`src/design/slpf_pkg.sv`:
```
// Shared types and constants for the speaker level to PCM filler.
// No dependencies; compiled first.
package slpf_pkg;

  localparam int SPP_W       = 7;
  localparam int LEVEL_W     = 6;
  localparam int PERIOD_W    = 20;
  localparam int LEFT_W      = 21;
  localparam int VALUE_W     = 15;
  localparam int INDEX_W     = 6;
  localparam int MAX_SAMPLES = 64;
  localparam int LEVEL_SHIFT = 9;
  localparam int PROD_W      = PERIOD_W + SPP_W;
  localparam int Q_W         = 7;
  localparam int CNT_W       = 3;

  localparam logic OP_LEVEL = 1'b0;
  localparam logic OP_EOP   = 1'b1;

  typedef struct packed {
    logic                opcode;
    logic [LEVEL_W-1:0]  new_level;
    logic [PERIOD_W-1:0] period_cycles;
    logic [LEFT_W-1:0]   cycles_left;
  } in_word_t;

  // controller -> datapath
  typedef struct packed {
    logic load;
    logic mul_init;
    logic div_step;
    logic set_target_n;
    logic emit;
    logic finish;
  } cmd_t;

  // datapath -> controller
  typedef struct packed {
    logic eop;
    logic n_zero;
    logic left_lt_period;
    logic div_last;
    logic behind;
    logic last;
    logic out_free;
  } stat_t;

endpackage

```
`src/design/slpf_in_if.sv`:
```
// Input channel for the speaker level to PCM filler: valid/ready plus item fields.
// Depends on slpf_pkg.
interface slpf_in_if;
  import slpf_pkg::*;

  logic                valid;
  logic                ready;
  logic                opcode;
  logic [LEVEL_W-1:0]  new_level;
  logic [PERIOD_W-1:0] period_cycles;
  logic [LEFT_W-1:0]   cycles_left;

  modport source (output valid, opcode, new_level, period_cycles, cycles_left, input ready);
  modport sink (input valid, opcode, new_level, period_cycles, cycles_left, output ready);
endinterface

```
`src/design/slpf_out_if.sv`:
```
// Output channel for the speaker level to PCM filler: valid/ready plus sample fields.
// Depends on slpf_pkg.
interface slpf_out_if;
  import slpf_pkg::*;

  logic               valid;
  logic               ready;
  logic [VALUE_W-1:0] sample_value;
  logic [INDEX_W-1:0] sample_index;
  logic               last_of_run;

  modport source (output valid, sample_value, sample_index, last_of_run, input ready);
  modport sink (input valid, sample_value, sample_index, last_of_run, output ready);
endinterface

```
`src/design/slpf_ctrl.sv`:
```
// Sequencing state machine of the speaker level to PCM filler.
// Depends on slpf_pkg; drives cmd_t, reads stat_t.
module slpf_ctrl (
  input  logic           clk,
  input  logic           rst,
  input  logic           in_valid,
  output logic           in_ready,
  input  slpf_pkg::stat_t stat,
  output slpf_pkg::cmd_t  cmd
);
  import slpf_pkg::*;

  typedef enum logic [3:0] {
    ST_IDLE  = 4'b0001,
    ST_SETUP = 4'b0010,
    ST_DIV   = 4'b0100,
    ST_FILL  = 4'b1000
  } state_t;

  state_t state, state_next;

  always_ff @(posedge clk) begin
    if (rst) begin
      state <= ST_IDLE;
    end else begin
      state <= state_next;
    end
  end

  always_comb begin
    state_next = state;
    cmd        = '0;
    in_ready   = 1'b0;
    case (state)
      ST_IDLE: begin
        in_ready = 1'b1;
        if (in_valid) begin
          cmd.load   = 1'b1;
          state_next = ST_SETUP;
        end
      end
      ST_SETUP: begin
        if (stat.eop) begin
          if (stat.n_zero) begin
            cmd.finish = 1'b1;
            state_next = ST_IDLE;
          end else begin
            cmd.set_target_n = 1'b1;
            state_next       = ST_FILL;
          end
        end else if (stat.n_zero || !stat.left_lt_period) begin
          cmd.finish = 1'b1;
          state_next = ST_IDLE;
        end else begin
          cmd.mul_init = 1'b1;
          state_next   = ST_DIV;
        end
      end
      ST_DIV: begin
        cmd.div_step = 1'b1;
        if (stat.div_last) begin
          state_next = ST_FILL;
        end
      end
      ST_FILL: begin
        if (!stat.behind) begin
          cmd.finish = 1'b1;
          state_next = ST_IDLE;
        end else if (stat.out_free) begin
          cmd.emit = 1'b1;
          if (stat.last) begin
            cmd.finish = 1'b1;
            state_next = ST_IDLE;
          end
        end
      end
      default: begin
        state_next = ST_IDLE;
      end
    endcase
  end

endmodule

```
`src/design/slpf_dp.sv`:
```
// Datapath: config register, position/level state, multiply, shift-subtract
// divider and the output word register. Depends on slpf_pkg and slpf_out_if.
module slpf_dp (
  input  logic                           clk,
  input  logic                           rst,
  input  logic                           cfg_we,
  input  logic [slpf_pkg::SPP_W-1:0]     cfg_data,
  input  slpf_pkg::in_word_t             in_word,
  input  slpf_pkg::cmd_t                 cmd,
  output slpf_pkg::stat_t                stat,
  slpf_out_if.source                     sample
);
  import slpf_pkg::*;

  logic [SPP_W-1:0]    spp;
  logic [SPP_W-1:0]    pos;
  logic [LEVEL_W-1:0]  held;
  logic                eop;
  logic [LEVEL_W-1:0]  lvl_new;
  logic [PERIOD_W-1:0] period;
  logic [PERIOD_W-1:0] left;
  logic [PROD_W-1:0]   rem;
  logic [PROD_W-1:0]   dvs;
  logic [Q_W-1:0]      quo;
  logic [CNT_W-1:0]    cnt;
  logic [SPP_W-1:0]    target;
  logic                out_valid;
  logic [VALUE_W-1:0]  out_value;
  logic [INDEX_W-1:0]  out_index;
  logic                out_last;

  logic [SPP_W-1:0]    n_eff;
  logic [PERIOD_W-1:0] left_clamped;
  logic [PERIOD_W-1:0] diff;
  logic                ge;
  logic [Q_W-1:0]      quo_next;
  logic [SPP_W-1:0]    pos_inc;

  assign n_eff        = (spp > SPP_W'(MAX_SAMPLES)) ? SPP_W'(MAX_SAMPLES) : spp;
  assign left_clamped = in_word.cycles_left[LEFT_W-1] ? '0
                                                      : in_word.cycles_left[PERIOD_W-1:0];
  assign diff         = period - left;
  assign ge           = (rem >= dvs);
  assign quo_next     = {quo[Q_W-2:0], ge};
  assign pos_inc      = pos + SPP_W'(1);

  assign stat.eop            = eop;
  assign stat.n_zero         = (n_eff == '0);
  assign stat.left_lt_period = (left < period);
  assign stat.div_last       = (cnt == '0);
  assign stat.behind         = (pos < target);
  assign stat.last           = (pos_inc == target);
  assign stat.out_free       = !out_valid || sample.ready;

  // control state
  always_ff @(posedge clk) begin
    if (rst) begin
      spp  <= '0;
      pos  <= '0;
      held <= '0;
    end else begin
      if (cfg_we) begin
        spp <= cfg_data;
      end
      if (cmd.finish && eop) begin
        pos <= '0;
      end else if (cmd.emit) begin
        pos <= pos_inc;
      end
      if (cmd.finish && !eop) begin
        held <= lvl_new;
      end
    end
  end

  // latched item and divider
  always_ff @(posedge clk) begin
    if (cmd.load) begin
      eop     <= (in_word.opcode == OP_EOP);
      lvl_new <= in_word.new_level;
      period  <= in_word.period_cycles;
      left    <= left_clamped;
    end
    if (cmd.mul_init) begin
      rem <= PROD_W'(diff) * PROD_W'(n_eff);
      dvs <= {{(PROD_W-PERIOD_W-Q_W+1){1'b0}}, period, {(Q_W-1){1'b0}}};
      quo <= '0;
      cnt <= CNT_W'(Q_W-1);
    end else if (cmd.div_step) begin
      if (ge) begin
        rem <= rem - dvs;
      end
      dvs <= dvs >> 1;
      quo <= quo_next;
      cnt <= cnt - CNT_W'(1);
    end
    if (cmd.set_target_n) begin
      target <= n_eff;
    end else if (cmd.div_step && stat.div_last) begin
      target <= SPP_W'(quo_next);
    end
  end

  // output word register
  always_ff @(posedge clk) begin
    if (rst) begin
      out_valid <= 1'b0;
    end else if (cmd.emit) begin
      out_valid <= 1'b1;
    end else if (sample.ready) begin
      out_valid <= 1'b0;
    end
  end

  always_ff @(posedge clk) begin
    if (cmd.emit) begin
      out_value <= {held, {LEVEL_SHIFT{1'b0}}};
      out_index <= pos[INDEX_W-1:0];
      out_last  <= stat.last;
    end
  end

  assign sample.valid        = out_valid;
  assign sample.sample_value = out_value;
  assign sample.sample_index = out_index;
  assign sample.last_of_run  = out_last;

endmodule

```
`src/design/speaker_level_to_pcm_filler.sv`:
```
// Top level of the speaker level to PCM filler.
// Depends on slpf_pkg, slpf_in_if, slpf_out_if, slpf_ctrl and slpf_dp.
//
// Usage:
//  - item (valid/ready sink): one word per event. opcode 0 is a level change,
//    opcode 1 marks the end of a period. A word is taken when valid && ready.
//  - sample (valid/ready source): one word per PCM sample, with its buffer
//    index; last_of_run flags the final sample an event causes. Events that
//    produce nothing (sound inactive, position not behind target, countdown
//    not inside the period) give no sample word at all.
//  - cfg_we/cfg_data: writes samples_per_period (values above 64 act as 64,
//    zero turns sound off). Write only while the block is idle.
// Sequence: one event at a time: accept, setup/multiply, 7 divide steps
//  (one quotient bit per cycle, the quotient never exceeds 64), then the fill of
//  samples; an end of period skips the divide. An event that writes nothing
//  ends after setup or at the first fill check. First sample shows once the
//  fill has loaded it into the output register.
// Stall: the sample port has a single output register; a stalled receiver holds
//  the fill. After the last sample is loaded, the next event can be taken while
//  that sample still waits.
// Reset (rst, synchronous): position, held level and samples_per_period go to
//  zero, the output register empties.
module speaker_level_to_pcm_filler (
  input  logic                       clk,
  input  logic                       rst,
  input  logic                       cfg_we,
  input  logic [slpf_pkg::SPP_W-1:0] cfg_data,
  slpf_in_if.sink                    item,
  slpf_out_if.source                 sample
);
  import slpf_pkg::*;

  cmd_t     cmd;
  stat_t    stat;
  in_word_t in_word;
  logic     in_ready;

  assign in_word.opcode        = item.opcode;
  assign in_word.new_level     = item.new_level;
  assign in_word.period_cycles = item.period_cycles;
  assign in_word.cycles_left   = item.cycles_left;
  assign item.ready            = in_ready;

  // sequencer: accept, setup, divide, fill
  slpf_ctrl u_ctrl (
    .clk      (clk),
    .rst      (rst),
    .in_valid (item.valid),
    .in_ready (in_ready),
    .stat     (stat),
    .cmd      (cmd)
  );

  // registers, multiply/divide and output word
  slpf_dp u_dp (
    .clk      (clk),
    .rst      (rst),
    .cfg_we   (cfg_we),
    .cfg_data (cfg_data),
    .in_word  (in_word),
    .cmd      (cmd),
    .stat     (stat),
    .sample   (sample)
  );

  // a taken event keeps the port closed for at least the next cycle
  a_busy_after_accept: assert property (@(posedge clk) disable iff (rst)
    item.valid && item.ready |=> !item.ready)
    else $error("item port open right after an accept");

  // a sample that is not last of its run means the fill is still going
  a_no_accept_mid_run: assert property (@(posedge clk) disable iff (rst)
    sample.valid && !sample.last_of_run |-> !item.ready)
    else $error("item port open in the middle of a run");

  // a sample is only produced while the position trails the target and the output register is free
  a_emit_behind: assert property (@(posedge clk) disable iff (rst)
    cmd.emit |-> stat.behind && stat.out_free)
    else $error("sample emitted past target or into a full register");

endmodule

```
`src/flat_wrapper.sv`:
```
// flat-port wrapper written by rule: the top's interface ports become plain ports
module speaker_level_to_pcm_filler_flat import slpf_pkg::*;
  (clk, rst, cfg_we, cfg_data, item_valid, item_opcode, item_new_level, item_period_cycles, item_cycles_left, item_ready, sample_valid, sample_sample_value, sample_sample_index, sample_last_of_run, sample_ready);
  slpf_in_if item_i ();
  slpf_out_if sample_i ();
  input  logic clk;
  input  logic rst;
  input  logic cfg_we;
  input  logic [slpf_pkg::SPP_W-1:0] cfg_data;
  input wire logic [$bits(item_i.valid)-1:0] item_valid;
  input wire logic [$bits(item_i.opcode)-1:0] item_opcode;
  input wire logic [$bits(item_i.new_level)-1:0] item_new_level;
  input wire logic [$bits(item_i.period_cycles)-1:0] item_period_cycles;
  input wire logic [$bits(item_i.cycles_left)-1:0] item_cycles_left;
  output wire logic [$bits(item_i.ready)-1:0] item_ready;
  output wire logic [$bits(sample_i.valid)-1:0] sample_valid;
  output wire logic [$bits(sample_i.sample_value)-1:0] sample_sample_value;
  output wire logic [$bits(sample_i.sample_index)-1:0] sample_sample_index;
  output wire logic [$bits(sample_i.last_of_run)-1:0] sample_last_of_run;
  input wire logic [$bits(sample_i.ready)-1:0] sample_ready;
  assign item_i.valid = item_valid;
  assign item_i.opcode = item_opcode;
  assign item_i.new_level = item_new_level;
  assign item_i.period_cycles = item_period_cycles;
  assign item_i.cycles_left = item_cycles_left;
  assign item_ready = item_i.ready;
  assign sample_valid = sample_i.valid;
  assign sample_sample_value = sample_i.sample_value;
  assign sample_sample_index = sample_i.sample_index;
  assign sample_last_of_run = sample_i.last_of_run;
  assign sample_i.ready = sample_ready;
  speaker_level_to_pcm_filler u_core (.clk(clk), .rst(rst), .cfg_we(cfg_we), .cfg_data(cfg_data), .item(item_i), .sample(sample_i));
endmodule
```
`config.mk`:
```
export PLATFORM = sky130hd
export DESIGN_NAME = speaker_level_to_pcm_filler_flat
export DESIGN_NICKNAME = d
export VERILOG_FILES = /design/src/design/slpf_pkg.sv /design/src/design/slpf_in_if.sv /design/src/design/slpf_out_if.sv /design/src/design/slpf_ctrl.sv /design/src/design/slpf_dp.sv /design/src/design/speaker_level_to_pcm_filler.sv /design/src/flat_wrapper.sv
export SDC_FILE = /design/constraint.sdc
export NUM_CORES = 1
export LEC_CHECK = 0
export ABC_CLOCK_PERIOD_IN_PS = 18000
export BUFFER_PORTS_ARGS = -buffer_cell sky130_fd_sc_hd__buf_2
export CAP_MARGIN = 20
export CORE_MARGIN = 1.5
export CORE_UTILIZATION = 55
export CTS_BUF_LIST = sky130_fd_sc_hd__clkbuf_2
export DETAILED_ROUTE_END_ITERATION = 8
export PLACE_DENSITY = 0.82
export SLEW_MARGIN = 20
export SYNTH_ARGS = -nofsm -noshare
export SYNTH_HDL_FRONTEND = slang
export SYNTH_SLANG_ARGS = --single-unit
```
`constraint.sdc`:
```
create_clock -name clk -period 18 [get_ports clk]
set_clock_uncertainty 0.05 [all_clocks]
set_input_delay 0 -clock clk [delete_from_list [all_inputs] [get_ports clk]]
set_output_delay 0 -clock clk [all_outputs]
set_load 0.02 [all_outputs]
```
==> impl_metrics.yaml <==
status:
  violations: "design-rule violations"
  status: "finished, violations left"
cts:
  tritoncts: "yes"
  post_cts.repair.setup_buffers: 0
  clock_sinks: 154
  cts_max_path_buffers: 2
  clock_latency_ps: 890
  clock-root-buffer: "clkbuf_2"
  h-tree-depth: 4
  clkSlewWorstSetupHoldPaths_ps: 390
  cts_buffers: 17
routing:
  vias: 12110
  drcViolationCount: 230
  wire_per_inst_um: 20.87
  antenna_left: 0
  drt-total-wl_um: 41000
  routed_via_density: 6.168
  drt_iter0_drc: 1709
  dr.pass1.iters: 9
worst_setup_path:
  rr_startpoint: "u_core.u_dp.left[0]"
  crit_fanout: 6
  worstPathRequired_ps: 18580
  crit_arrival_ps: 8520
  reg2reg_depth: 25
  reg2reg_slack_ps: 10060
  r2r_end: "u_core.u_dp.rem[26]"
  crit_type: "reg2reg"
  start_kind: "register"
  crit_path_end_kind: "register"
yosys:
  synth_top_area_share_pct: 25.68
  yosysSeqAreaShare_pct: 31.68
  synth_edf_count: 114
  synth_largest_area_cell: "edfxtp_1"
  syn_area_um2: 13330
  synth_area_per_cell_um2: 9.291
  yosysWarnings: 0
  synth_area_leaders: "edfxtp_1 26%, fa_1 14%, ha_1 9.5%"
  async_reset_ff_share_pct: 0
  synthFlopType: "edfxtp_1"
  synth-seq-cells: 154
  ys_types: 75
  syn_inst: 1435
grt:
  antenna_found_initial: 1
  grt_max_degree: 57
  grt-ovfl-total: 0
  grt_pass1_wl_um: 62820
  first_global_vias: 11980
  gr-usage-all-layers_pct: 33.13
pwr:
  total_power_mw: 1.130
  ir_drop_mv: 0.04443
  leakagePower_nw: 6.817
  pwr_density_cell_nw_per_um2: 71.98
sta:
  setup_viol: 0
  timing.hold.ws_ps: 86.69
  finalSetupTns_ps: 0
  fin_crit_sh_pct: 44.13
  slew_viol_final: 0
  timing.final.ws_setup_ps: 10060
  tightestPinTransition_ps: 1204
  fin_crit_ps: 7944
  rsz0062_at_grt: "no"
  relSlewSlack_pct: 19.03
  final_hold_viol_count: 0
  max_freq_mhz: 125.9
place:
  hpwlAfterDp_um: 24210
  gp_congestion: 0.9456
  portBuffers: 74
  dp_slack_ps: 10550
final_layout:
  syn_to_final_growth_pct: 17.71
  drive_above_1_share_pct: 8.947
  final_common_cell: "inv_1"
  fin_util_pct: 66.46
  final_cell_mix: "162 x inv_1, 151 x nor2_1, 148 x dlygate4sd3_1, 123 x nand2_1, 114 x edfxtp_1"
  nNetsFinal: 1882
floorplan:
  die_x_um: 158.7
  dieHeight_um: 158.7
  start_util_pct: 56.46
  row_count: 56
  ioPinCount: 84
  die_area_um2: 25180
  placeableCoreArea_um2: 23610
worst_hold_path:
  whs_path_depth: 3
  hp-start: "item_cycles_left[20]"
  whs_endpoint: "u_core.u_dp.left[2]"
  holdCritPathClass: "in2reg"
job:
  maxCapViolations: 0
## routing by layer
layer | global-route usage [%] | vias to the layer above | routed length [um]
li1 | - | 5348 | -
met1 | 36.70 | 5716 | 13980
met2 | 54.09 | 793 | 19550
met3 | 9.091 | 257 | 3901
met4 | 25.77 | 0 | 3562
met5 | 0 | - | 0
## registers in the layout, summed over array words and instances (netlist names), 3 cells and up
signal / cells
u_core.u_dp.rem: 27
u_core.u_dp.dvs: 26
u_core.u_dp.left: 20
u_core.u_dp.period: 20
u_core.u_dp.pos: 7
u_core.u_dp.spp: 7
u_core.u_dp.target: 7
u_core.u_dp.held: 6
u_core.u_dp.lvl_new: 6
u_core.u_dp.quo: 6
u_core.u_dp.sample.sample_index: 6
u_core.u_dp.sample.sample_value: 6
u_core.u_ctrl.state: 4
u_core.u_dp.cnt: 3
## per-stage QoR
step / std cells / instance area (um^2)
floorplan: 1443 / 13360
global placement: 1782 / 13930
detailed placement: 1782 / 13930
CTS: 1962 / 15680
global route: 1963 / 15690
finish: 1964 / 15690
## worst max-delay path by stage
| stage | from | cells past startpoint | endpoint |
|---|---|---|---|
| 6_report | u_core.u_dp.left[0] | 25 | u_core.u_dp.rem[26] |
| 5_1_grt | u_core.u_dp.period[0] | 26 | u_core.u_dp.rem[26] |
| 4_1_cts | u_core.u_dp.period[2] | 24 | u_core.u_dp.rem[26] |
| 3_5_place_dp | u_core.u_dp.period[0] | 26 | u_core.u_dp.rem[26] |
| 3_3_place_gp | u_core.u_dp.period[0] | 26 | u_core.u_dp.rem[26] |
| 2_1_floorplan | u_core.u_dp.period[2] | 24 | u_core.u_dp.rem[26] |
## cell families after synthesis
group                      Yosys count  synth area share (%)
xor gates and xnor gates            63                 4.138
and+or+nand+nor                    485                 17.63
DFF                                154                 31.68
buffers and inverters              222                 6.672
other                                1               0.02813
adders and majority gates          192                 23.14
muxes                               17                 1.295
AOI/OAI and AO/OA                  301                 15.41
## area by class of cell
cell class / count / area, um^2
Clock buffer: 17 / 85.08
Fill cell: 1678 / 7919
Sequential cell: 154 / 4224
Timing Repair Buffer: 228 / 1897
Antenna cell: 2 / 5.005
Multi-Input combinational cell: 1067 / 8285
Clock inverter: 15 / 190.2
Inverter: 162 / 608.1
Tap cell: 319 / 399.1
## synthesized netlist by cell type, drive strengths merged, types with 5 or more instances
library cell / instances
and2: 10
o2bb2ai: 6
nand4: 12
dfxtp: 40
o31ai: 6
nand2b: 31
and3: 7
a211o: 13
nor3: 34
nor2b: 36
fa: 91
nor4: 8
nand2: 123
ha: 101
mux2i: 15
nand3: 15
a21oi: 66
edfxtp: 114
a21o: 19
nor3b: 10
a221oi: 9
inv: 162
or3: 17
a211oi: 21
o21ai: 80
clkbuf: 38
a31oi: 10
o21bai: 7
nor4b: 9
buf: 22
xnor2: 41
o21a: 12
o211ai: 11
or2: 11
xor2: 22
nand3b: 5
nor2: 152
## report_power, final
group	switching, mW	total (mW)	internal, mW
clock	0.174	0.223	0.0495
combinational	0.304	0.495	0.190
sequential	0.0134	0.412	0.398
## worst max-delay path, cell delays in order, from the launching register on
cell and delay [ps]:
edfxtp_1 500, ha_1 260, fa_1 440, nor2b_1 240, o31a_1 280, o21ai_0 130, a21boi_0 220, o21a_1 200
o21ai_0 170, nand2_1 230, nor2_1 80, fa_1 530, fa_1 440, fa_1 550, inv_1 60, fa_1 520
inv_1 40, ha_1 350, a2111oi_2 450, o21ai_0 270, a41oi_1 490, o22ai_1 190, o311ai_0 570, a21oi_1 160
mux2i_1 190, nor3_1 60
## timing repair
item                                    4_1_cts  5_1_grt
endpoints found under the setup margin        0        0
hold buffers                                148        0
resized for setup                             0        0
hold endpoints to repair                    119        0
Note: power is estimated with default switching activity, not from simulation.
